<file path="src/hdl/url_percent_decoder_top_defines.svh">
// assertion macros used by the decoder top level
`ifndef URL_PERCENT_DECODER_TOP_DEFINES_SVH
`define URL_PERCENT_DECODER_TOP_DEFINES_SVH

// same-cycle implication, sampled on clk, off during reset
`define UPD_ASSERT_IMP(lbl, ante, cons) \
	lbl: assert property (@(posedge clk) disable iff (!arst_n) (ante) |-> (cons)) \
		else $error("upd assertion failed");

// next-cycle implication, sampled on clk, off during reset
`define UPD_ASSERT_NXT(lbl, ante, cons) \
	lbl: assert property (@(posedge clk) disable iff (!arst_n) (ante) |=> (cons)) \
		else $error("upd assertion failed");

`endif

</file>
<file path="src/hdl/upd_pkg.sv">
package upd_pkg;

	localparam logic [7:0] CHAR_PCT   = 8'h25;
	localparam logic [7:0] CHAR_PLUS  = 8'h2B;
	localparam logic [7:0] CHAR_SPACE = 8'h20;

	localparam logic [1:0] PH_IDLE = 2'd0;
	localparam logic [1:0] PH_PCT  = 2'd1;
	localparam logic [1:0] PH_HIGH = 2'd2;

	// all results caused by one input transfer
	typedef struct packed {
		logic [1:0]      cnt;
		logic            pad;
		logic [2:0][7:0] bytes;
		logic            last;
		logic [1:0]      left;
	} bundle_t;

	function automatic logic is_hex(input logic [7:0] c);
		return (c >= 8'h30 && c <= 8'h39) || (c >= 8'h61 && c <= 8'h66) ||
			(c >= 8'h41 && c <= 8'h46);
	endfunction

	function automatic logic [3:0] nibble(input logic [7:0] c);
		logic [4:0] v;
		v = c[6] ? (5'({2'b00, c[2:0]}) + 5'd9) : {1'b0, c[3:0]};
		return v[3:0];
	endfunction

	function automatic logic [7:0] map_plus(input logic [7:0] c);
		return (c == CHAR_PLUS) ? CHAR_SPACE : c;
	endfunction

endpackage

</file>
<file path="src/hdl/upd_front.sv">
module upd_front import upd_pkg::*; (
	input  logic       clk,
	input  logic       arst_n,
	input  logic       in_valid,
	output logic       in_ready,
	input  logic [7:0] in_byte,
	input  logic       last_byte,
	input  logic       q_full,
	output logic       push,
	output bundle_t    push_data
);

	logic [1:0] phase_q;
	logic [7:0] held_q;
	logic [1:0] ph_nxt;
	logic [7:0] held_nxt;
	logic       xfer;

	assign in_ready = !q_full;
	assign xfer     = in_valid && in_ready;

	// classify the byte against the escape state and collect its results
	always_comb begin
		logic [1:0] n;
		logic [2:0][7:0] b;
		logic [1:0] ph;
		logic [7:0] hl;
		logic pad;
		logic [1:0] left;
		n    = 2'd0;
		b    = '0;
		ph   = phase_q;
		hl   = held_q;
		pad  = 1'b0;
		left = 2'd0;
		if (!phase_q[1]) begin
			if (phase_q == PH_IDLE) begin
				if (in_byte == CHAR_PCT) begin
					ph = PH_PCT;
				end else begin
					b[0] = map_plus(in_byte);
					n    = 2'd1;
				end
			end else begin
				hl = in_byte;
				ph = PH_HIGH;
			end
		end else begin
			ph = PH_IDLE;
			if (is_hex(held_q) && is_hex(in_byte)) begin
				b[0] = {nibble(held_q), nibble(in_byte)};
				n    = 2'd1;
			end else begin
				// failed escape: literal percent, then replay held and current
				b[0] = CHAR_PCT;
				n    = 2'd1;
				if (held_q == CHAR_PCT) begin
					ph = PH_PCT;
				end else begin
					b[1] = map_plus(held_q);
					n    = 2'd2;
				end
				if (ph == PH_IDLE) begin
					if (in_byte == CHAR_PCT) begin
						ph = PH_PCT;
					end else begin
						b[n] = map_plus(in_byte);
						n    = n + 2'd1;
					end
				end else begin
					hl = in_byte;
					ph = PH_HIGH;
				end
			end
		end
		// buffer end drops any pending escape
		if (last_byte) begin
			left = ph;
			if (n == 2'd0) begin
				n   = 2'd1;
				pad = 1'b1;
			end
			ph = PH_IDLE;
		end
		ph_nxt          = ph;
		held_nxt        = hl;
		push_data.cnt   = n;
		push_data.pad   = pad;
		push_data.bytes = b;
		push_data.last  = last_byte;
		push_data.left  = left;
	end

	assign push = xfer && (push_data.cnt != 2'd0);

	// escape state
	always_ff @(posedge clk or negedge arst_n) begin
		if (!arst_n) begin
			phase_q <= PH_IDLE;
			held_q  <= 8'h00;
		end else if (xfer) begin
			phase_q <= ph_nxt;
			held_q  <= held_nxt;
		end
	end

endmodule

</file>
<file path="src/hdl/upd_queue.sv">
module upd_queue import upd_pkg::*; (
	input  logic    clk,
	input  logic    arst_n,
	input  logic    push,
	input  bundle_t push_data,
	input  logic    pop,
	output logic    full,
	output logic    head_valid,
	output bundle_t head
);

	bundle_t    mem_q [2];
	logic       wr_ptr_q;
	logic       rd_ptr_q;
	logic [1:0] cnt_q;

	assign full       = (cnt_q == 2'd2);
	assign head_valid = (cnt_q != 2'd0);
	assign head       = mem_q[rd_ptr_q];

	// storage
	always_ff @(posedge clk) begin
		if (push) begin
			mem_q[wr_ptr_q] <= push_data;
		end
	end

	// pointers and fill count
	always_ff @(posedge clk or negedge arst_n) begin
		if (!arst_n) begin
			wr_ptr_q <= 1'b0;
			rd_ptr_q <= 1'b0;
			cnt_q    <= 2'd0;
		end else begin
			if (push) begin
				wr_ptr_q <= !wr_ptr_q;
			end
			if (pop) begin
				rd_ptr_q <= !rd_ptr_q;
			end
			case ({push, pop})
				2'b10:   cnt_q <= cnt_q + 2'd1;
				2'b01:   cnt_q <= cnt_q - 2'd1;
				default: cnt_q <= cnt_q;
			endcase
		end
	end

endmodule

</file>
<file path="src/hdl/upd_back.sv">
module upd_back import upd_pkg::*; (
	input  logic       clk,
	input  logic       arst_n,
	input  logic       head_valid,
	input  bundle_t    head,
	output logic       pop,
	output logic       out_valid,
	input  logic       out_ready,
	output logic       byte_valid,
	output logic [7:0] decoded_byte,
	output logic       item_done,
	output logic       buffer_done,
	output logic [1:0] leftover_bytes
);

	logic [1:0] idx_q;
	logic       final_res;
	logic       xfer;

	assign out_valid = head_valid;
	assign xfer      = out_valid && out_ready;
	assign final_res = (idx_q == (head.cnt - 2'd1));
	assign pop       = xfer && final_res;

	// result fields for the current slot of the head bundle
	always_comb begin
		case (idx_q)
			2'd0:    decoded_byte = head.bytes[0];
			2'd1:    decoded_byte = head.bytes[1];
			2'd2:    decoded_byte = head.bytes[2];
			default: decoded_byte = 8'h00;
		endcase
	end

	assign byte_valid     = !head.pad;
	assign item_done      = final_res;
	assign buffer_done    = final_res && head.last;
	assign leftover_bytes = buffer_done ? head.left : 2'd0;

	// slot counter within the head bundle
	always_ff @(posedge clk or negedge arst_n) begin
		if (!arst_n) begin
			idx_q <= 2'd0;
		end else if (xfer) begin
			idx_q <= final_res ? 2'd0 : (idx_q + 2'd1);
		end
	end

endmodule

</file>
<file path="src/hdl/url_percent_decoder_top.sv">
// Streaming urlencoded-text decoder: one byte is taken per transfer on the
// input channel, '+' becomes a space and '%' with two hex digits becomes one
// byte; a failed escape gives a literal '%' and replays the two bytes after it.
// The front end accepts one byte every cycle while the two-entry result queue
// has room, and the back end delivers one result per cycle while out_ready is
// high; a byte causes 0 to 3 results, and the sustained rate is one byte per
// cycle while no byte causes more than one result and out_ready stays high.
// A byte marked last_byte always yields at least one result, the final one
// carrying buffer_done and the count of unconsumed trailing escape bytes.
`include "url_percent_decoder_top_defines.svh"

module url_percent_decoder_top import upd_pkg::*; (
	input  logic       clk,
	input  logic       arst_n,
	input  logic       in_valid,
	output logic       in_ready,
	input  logic [7:0] in_byte,
	input  logic       last_byte,
	output logic       out_valid,
	input  logic       out_ready,
	output logic       byte_valid,
	output logic [7:0] decoded_byte,
	output logic       item_done,
	output logic       buffer_done,
	output logic [1:0] leftover_bytes
);

	logic    q_full;
	logic    push;
	bundle_t push_data;
	logic    pop;
	logic    head_valid;
	bundle_t head;

	// classify input bytes
	upd_front u_front (
		.clk       (clk),
		.arst_n    (arst_n),
		.in_valid  (in_valid),
		.in_ready  (in_ready),
		.in_byte   (in_byte),
		.last_byte (last_byte),
		.q_full    (q_full),
		.push      (push),
		.push_data (push_data)
	);

	// decouple front from back
	upd_queue u_queue (
		.clk        (clk),
		.arst_n     (arst_n),
		.push       (push),
		.push_data  (push_data),
		.pop        (pop),
		.full       (q_full),
		.head_valid (head_valid),
		.head       (head)
	);

	// serialize results
	upd_back u_back (
		.clk            (clk),
		.arst_n         (arst_n),
		.head_valid     (head_valid),
		.head           (head),
		.pop            (pop),
		.out_valid      (out_valid),
		.out_ready      (out_ready),
		.byte_valid     (byte_valid),
		.decoded_byte   (decoded_byte),
		.item_done      (item_done),
		.buffer_done    (buffer_done),
		.leftover_bytes (leftover_bytes)
	);

	// checks
	`UPD_ASSERT_IMP(a_bufdone_item, out_valid && buffer_done, item_done)
	`UPD_ASSERT_IMP(a_left_bufdone, out_valid && (leftover_bytes != 2'd0), buffer_done)
	`UPD_ASSERT_IMP(a_pad_bufdone, out_valid && !byte_valid, buffer_done)
	`UPD_ASSERT_NXT(a_full_room, push && q_full, 1'b0)

endmodule

</file>
<file path="config.mk">
export PLATFORM = sky130hd
export DESIGN_NAME = url_percent_decoder_top
export DESIGN_NICKNAME = d
export VERILOG_FILES = /design/src/hdl/upd_pkg.sv /design/src/hdl/upd_front.sv /design/src/hdl/upd_queue.sv /design/src/hdl/upd_back.sv /design/src/hdl/url_percent_decoder_top.sv
export VERILOG_INCLUDE_DIRS = /design/src /design/src/hdl
export SDC_FILE = /design/constraint.sdc
export NUM_CORES = 1
export LEC_CHECK = 0
export BUFFER_PORTS_ARGS = -buffer_cell sky130_fd_sc_hd__buf_2
export CORE_MARGIN = 2
export CORE_UTILIZATION = 45
export DETAILED_ROUTE_END_ITERATION = 16
export PLACE_DENSITY = 0.64
export SETUP_SLACK_MARGIN = 0.15
export SLEW_MARGIN = 25
export SYNTH_ARGS = -nofsm -noshare
export SYNTH_HDL_FRONTEND = slang
export SYNTH_SLANG_ARGS = --single-unit
</file>
<file path="constraint.sdc">
create_clock -name clk -period 5.5 [get_ports clk]
set_input_delay 1.1 -clock clk [delete_from_list [all_inputs] [get_ports clk]]
set_output_delay 1.1 -clock clk [all_outputs]
set_load 0.1 [all_outputs]
</file>
==> run metrics, run 1 <==
vias per cell about 5.7; Slew HR 35.5%; Ports 28; area added between synthesis and finish 11.2%; adder and majority gate portion of the synthesized area 4.28%; iteration count of the initial detailed-routing pass 5; list of cells traversed by the critical path mux2i_1 > xnor2_1 > mux2i_1 > or2_2 > nor2_1 > buf_2; type of destination of the critical path primary output; number of buffers created by CTS 9; yosys warns 0; count of buffers from port buffering 27; die area just over 0.009 mm^2; Cells after Synth 307; Sum Neg Setup Slack 0 ns; Worst path most repeated cell mux2i_1; ratio of cells with drive above 1 in the final layout around a fifth; multiplexer share of the synthesized area approximately 5.0%; total core area around 0.0082 mm^2; register-to-register setup slack ~2.8 ns; dominant combinational cell family by area after synthesis compound AO/OA/AOI/OAI gates; launching point of the worst reg2reg path u_queue.rd_ptr_q; Unique masters post-synth 60; Initial Util 46.3%; worst supply voltage drop on vdd between 200 and 250 uV; CTS H-tree lvls 3; Num Clock Sinks 76; maximum clock insertion buffer count 2; P per Cell Area 585 mW/mm^2; Routability Congestion ~0.84; Worst Reg-to-Reg Cells 7; Final Non-Filler Cells ~440; max-cap violation count 0; top routing layer in use met4; xor-xnor portion of the synthesized cell area approximately 2.1%; fraction of registers with async set or reset after synthesis between 20% and 30%; data required time of the critical path approximately 4.4 ns; antenna diode instance count 0; setup repair after global routing missed its margin no; path class of the lowest-slack min-delay path reg -> reg; result of the run finished, final reports clean; worst skew pair latency 0.33 ns; Setup CP Type reg -> out; Clock Tree Root clkbuf_8; Tmin final around 3.9 ns; initial antenna violation count 0; max incr delay on CP 0.98 ns; Final Setup Violations 0; final-layout fill cell count 726; M1 wire length 3520 um; commonest cells in the synthesized netlist edfxtp_1, nor2_1, nand2_1; most frequent cell after synthesis edfxtp_1; detailed placer's ending HPWL between 5000 and 6000 um; synthesized cell area ~0.0038 mm^2; flops & latches, synth 76; number of nets in the synthesized netlist 333; post-detailed-route count of antenna-violating nets 0; maximum net fanout on the critical path 24; length of routed met2 wiring ~3700 um; Critical Path Start Type flop; Post-CTS Setup Inserts 0; max frequency 255 MHz; Clock Pin Slew Worst Setup and Hold Paths 0.08 ns; Max Clock Skew 0.00659 ns; arrival time at the worst endpoint 2.82 ns; cell depth of the worst min-delay path 1; maximum number of pins on one net before global-route repair 31; Slew @ Worst Pin about 0.97 ns; Synth area leader edfxtp_1; end of the worst register-to-register path u_queue.cnt_q[1]; first-pass GRT wire length between 10,000 and 15,000 um; final hold violation count 0; post-synthesis compound-gate area fraction roughly 14%; biggest area contributors in the synthesized netlist edfxtp_1, dfrtp_1, ha_1; top flip-flop cell by instance count after synthesis edfxtp_1; final clock period utilization by the worst path 71.3%; die extent in y 95.9 um; Nets 357; count of routing violations after the opening detailed-route iteration 182; count of unresolved DRC violations after routing 0; post-synthesis area per instance between 10 and 15 um^2; number of global-route vias before repair about 2,400; number of cells upsized or downsized after cts 0; Final Max Slew Viols 0; portion of synthesized cell area occupied by the leading cell type a little under half; wire length per cell approximately 17 um; worst min-delay path startpoint u_queue.cnt_q[1]; placed cells 425; count of hold buffers inserted by post-cts repair 0; number of flops mapped to enable cells by yosys 60; CTS tree yes; via count roughly 2,500; total global routing overflow 0; Slowest cell on crit path dfrtp_1; DIE WIDTH ~96 um; static power due to leakage about 1.6 nW; row count 33; global routing usage summed across all routing layers between 10% and 20%; simple-gate area share of the yosys netlist around an eighth; routed length on met3 358 um; Routed WL approximately 7700 um; sequential element share of the synthesized area 57.9%; end of the worst hold path u_queue.cnt_q[1]
## power by group
group | total, mW | leakage [nW] | internal (mW) | switching (mW)
logic | 1.16 | 0.746 | 0.257 | 0.900
registers | 0.867 | 0.758 | 0.770 | 0.0970
clock network | 0.451 | 0.101 | 0.253 | 0.198
total | 2.47 | 1.60 | 1.28 | 1.19
## registers in the layout, summed over array words and instances (netlist names)
signal and cells:
u_queue.mem_q 60, u_front.phase_q 2, u_queue.wr_ptr_q 1, u_queue.cnt_q 2, u_front.held_q 8, u_back.idx_q 2, u_queue.rd_ptr_q 1
## final cells by class
| class | count | area, um^2 | share of cell area, % |
|---|---|---|---|
| tap | 105 | 131 | 3.11 |
| multi-input combinational | 195 | 1460 | 34.4 |
| clock buffer | 9 | 124 | 2.93 |
| sequential | 76 | 2200 | 52.1 |
| timing repair buffer | 29 | 150 | 3.55 |
| clock inverter | 7 | 91.3 | 2.16 |
| inverter | 20 | 75.1 | 1.78 |
## metrics by stage
step	power, mW	util (%)	hold slack (ns)	instance area [um^2]	setup WS, ns
6_report	2.47	51.5	0.489	4230	1.58
5_1_grt	2.59	51.5	0.512	4230	1.38
4_1_cts	2.50	51.5	0.496	4230	1.53
3_5_place_dp	2.05	48.9	0.484	4010	1.90
3_3_place_gp	2.03	48.9	0.472	4010	1.97
2_1_floorplan	1.84	-	0.457	3800	0.747
## cell families (layout without fill, tap and decap cells)
logic type / after synthesis / in the layout
buffers and inverters: 36 / 65
multiplexers: 18 / 18
XOR/XNOR: 9 / 9
flip-flops: 76 / 76
AND/OR/NAND/NOR: 94 / 94
AO/OA/AOI/OAI: 61 / 61
adder cells (fa/ha/maj): 13 / 13
## worst max-delay path: cells and delay by family, from the launching register on
family                 cells  cell delay (ns)
XOR/XNOR                   1             0.16
buffers and inverters      1             0.43
flip-flops                 1             0.98
multiplexers               2             0.47
AND/OR/NAND/NOR            2             0.44
## worst max path at each step
| stage | from | cells after the start | endpoint |
|---|---|---|---|
| floorplan | u_back.idx_q[1] | 7 | decoded_byte[1] |
| global placement | u_queue.rd_ptr_q | 6 | leftover_bytes[0] |
| detailed placement | u_queue.rd_ptr_q | 6 | leftover_bytes[0] |
| CTS | u_queue.rd_ptr_q | 6 | leftover_bytes[0] |
| global route | u_queue.rd_ptr_q | 6 | leftover_bytes[0] |
| finish | u_queue.rd_ptr_q | 6 | leftover_bytes[0] |
## per-layer routing
metal	up-vias	track usage (%)
met3	12	2.82
met2	75	27.8
met1	1230	25.6
met4	0	6.90
met5	-	0
li1	1210	-
## cell usage in the layout (no fill, tap or decap), types with 4 or more instances in the layout
cell,instances
mux2_2,7
dfrtp_1,16
xnor2_1,6
o21ai_0,6
mux2i_1,11
a211oi_1,8
nor2_1,23
nor2b_1,10
edfxtp_1,60
nor3b_1,4
nor3_1,6
buf_2,27
a21oi_1,8
clkbuf_8,9
nand2_1,21
a222oi_1,14
ha_1,13
nand4_1,5
inv_1,20
(Power assumes the default switching activity.)
==> run 2, diff against run 1 <==
clock period = 3.8 ns   (was 5.5 ns; I/O delays follow)
==> run 2 against run 1 <==
  * Sequential cell count stayed put
  * Combinational power is 53% higher
  * Clock power rose by 31%
  * Sequential power is 42% higher
  * Die area did not move
  * Via count is 1.8% higher
  * Count of clock-buffer cells in the layout unchanged
  * Sequential share of layout area fell by 0.29 points
  * Critical endpoint is now decoded_byte[4]
  * Largest cell class unchanged
==> run metrics, run 2 (synthesis gave the netlist of run 1 again) <==
result of the run finished, final reports clean; Worst Reg-to-Reg Cells 7; initial antenna violation count 0; Final Max Slew Viols 0; setup repair after global routing missed its margin no; number of buffers created by CTS 9; number of flip-flops under the largest register name 60; final core utilization 51.8%; antenna diode instance count 0; count of buffers from port buffering 27; iteration count of the initial detailed-routing pass 5; max incr delay on CP about 0.60 ns; Ports 28; maximum net fanout on the critical path 16; area added between synthesis and finish 11.8%; count of routing violations after the opening detailed-route iteration approximately 260; worst supply voltage drop on vdd slightly above 400 uV; ratio of cells with drive above 1 in the final layout between 20% and 30%; detailed placer's ending HPWL 5580 um; static power due to leakage between 1.5 and 2 nW; P per Cell Area approximately 840 mW/mm^2; Routability Congestion between 0.8 and 0.9; number of cells upsized or downsized after cts 0; post-detailed-route count of antenna-violating nets 0; via count approximately 2,600; Setup CP Type reg -> out; count of hold buffers inserted by post-cts repair 0; Clock Tree Root clkbuf_8; global routing usage summed across all routing layers a little under 20%; end of the worst register-to-register path u_queue.mem_q[1][21]; die extent in y 95.9 um; final hold violation count 0; leading cell types in the layout, fill and taps excluded edfxtp_1, buf_2, nor2_1; first-pass GRT wire length ~13,000 um; row count 33; leading cell type in the layout, fill and taps excluded edfxtp_1; Initial Util between 40% and 50%; total core area 0.00822 mm^2; DIE WIDTH 95.9 um; Tmin final approximately 3.4 ns; Post-CTS Setup Inserts 0; Critical Path Start Type flop; Max Clock Skew between 0.01 and 0.015 ns; Nets 359; max frequency 297 MHz; type of destination of the critical path primary output; Clock Pin Slew Worst Setup and Hold Paths about 0.080 ns; final-layout fill cell count 715; launching point of the worst reg2reg path u_front.held_q[0]; vias per cell 5.81; largest register by flop count u_queue.mem_q; die area ~0.0092 mm^2; Final Total Pwr between 3 and 4 mW; Slowest cell on crit path ha_1; CTS H-tree lvls 3; count of unresolved DRC violations after routing 0; list of cells traversed by the critical path inv_1 > ha_1 > a222oi_1 > nor2b_1 > a211oi_2 > buf_2; data required time of the critical path between 3 and 4 ns; Slew @ Worst Pin just under 0.7 ns; max-cap violation count 0; maximum clock insertion buffer count 2; wire length per cell between 15 and 20 um; Routed WL between 8000 and 9000 um; final clock period utilization by the worst path 88.7%; largest registers u_queue.mem_q (60), u_front.held_q (8); worst skew pair latency around 0.34 ns; number of global-route vias before repair 2,431; Slew HR between 50% and 60%; Num Clock Sinks between 70 and 80; worst hold margin around 0.32 ns; path class of the lowest-slack min-delay path in -> async; Final Setup Violations 0; CTS tree yes; maximum number of pins on one net before global-route repair 31; Sum Neg Setup Slack 0 ns; arrival time at the worst endpoint between 2 and 3 ns; total global routing overflow 0; register-to-register setup slack between 1 and 1.5 ns
run 2: cell types whose count changed in the layout (fill, tap and decap cells not counted):
cell / previous run / this run
clkinv_2: 0 / 3
clkinvlp_4: 2 / 1
a211oi_2: 0 / 7
clkinv_1: 2 / 1
buf_4: 2 / 4
bufinv_16: 2 / 1
inv_6: 0 / 1
clkinv_4: 1 / 0
a211oi_1: 8 / 1
run 2: cell type report:
| type | count | area [um^2] | area share, % |
|---|---|---|---|
| flip-flops and latches | 76 | 2200 | 51.8 |
| repair buffers | 31 | 165 | 3.88 |
| well taps | 105 | 131 | 3.09 |
| multi-input cells | 195 | 1490 | 35.0 |
| inverters | 20 | 75.1 | 1.77 |
| clock buffers | 9 | 124 | 2.91 |
| clock inverters | 7 | 65.1 | 1.53 |
run 2: per-layer routing:
layer / up-vias / GRT usage, % / share of wire [%]
met1: 1260 / 28.5 / 46
li1: 1218 / - / -
met4: 0 / 6.07 / 1.6
met2: 81 / 28.3 / 47
met3: 13 / 3.99 / 4.8
met5: - / 0 / 0
run 2: worst max path at each step:
stage,startpoint,cells past startpoint,end,slack (ns)
after CTS,u_back.idx_q[0],6,decoded_byte[4],0.39
after detailed placement,in_byte[1],8,u_queue.mem_q[0][0],0.67
after global routing,u_back.idx_q[0],7,decoded_byte[3],0.27
after global placement,in_byte[1],8,u_queue.mem_q[0][0],0.75
after floorplan,u_queue.cnt_q[0],4,u_queue.mem_q[1][0],0.28
final,u_back.idx_q[0],6,decoded_byte[4],0.43
run 2: report_power, final:
| part | leakage (nW) | internal [mW] | switching, mW |
|---|---|---|---|
| clock | 0.0968 | 0.300 | 0.289 |
| sequential | 0.758 | 1.11 | 0.118 |
| combinational | 0.765 | 0.403 | 1.37 |
| total | 1.62 | 1.82 | 1.77 |
run 2: critical path: cells and delay by family, from the launching register on:
kind                       cells  cell delay [ns]
AOI/OAI and AO/OA              2             0.43
adders and majority gates      1             0.60
buffers and inverters          2             0.60
DFF                            1             0.45
and+or+nand+nor                1             0.18
run 2: per-stage QoR:
stage	cell area (um^2)	instances	setup WS, ns
4_1_cts	4250	443	0.392
2_1_floorplan	3840	307	0.284
3_3_place_gp	4060	427	0.753
5_1_grt	4250	443	0.266
6_report	4250	443	0.430
3_5_place_dp	4060	427	0.672
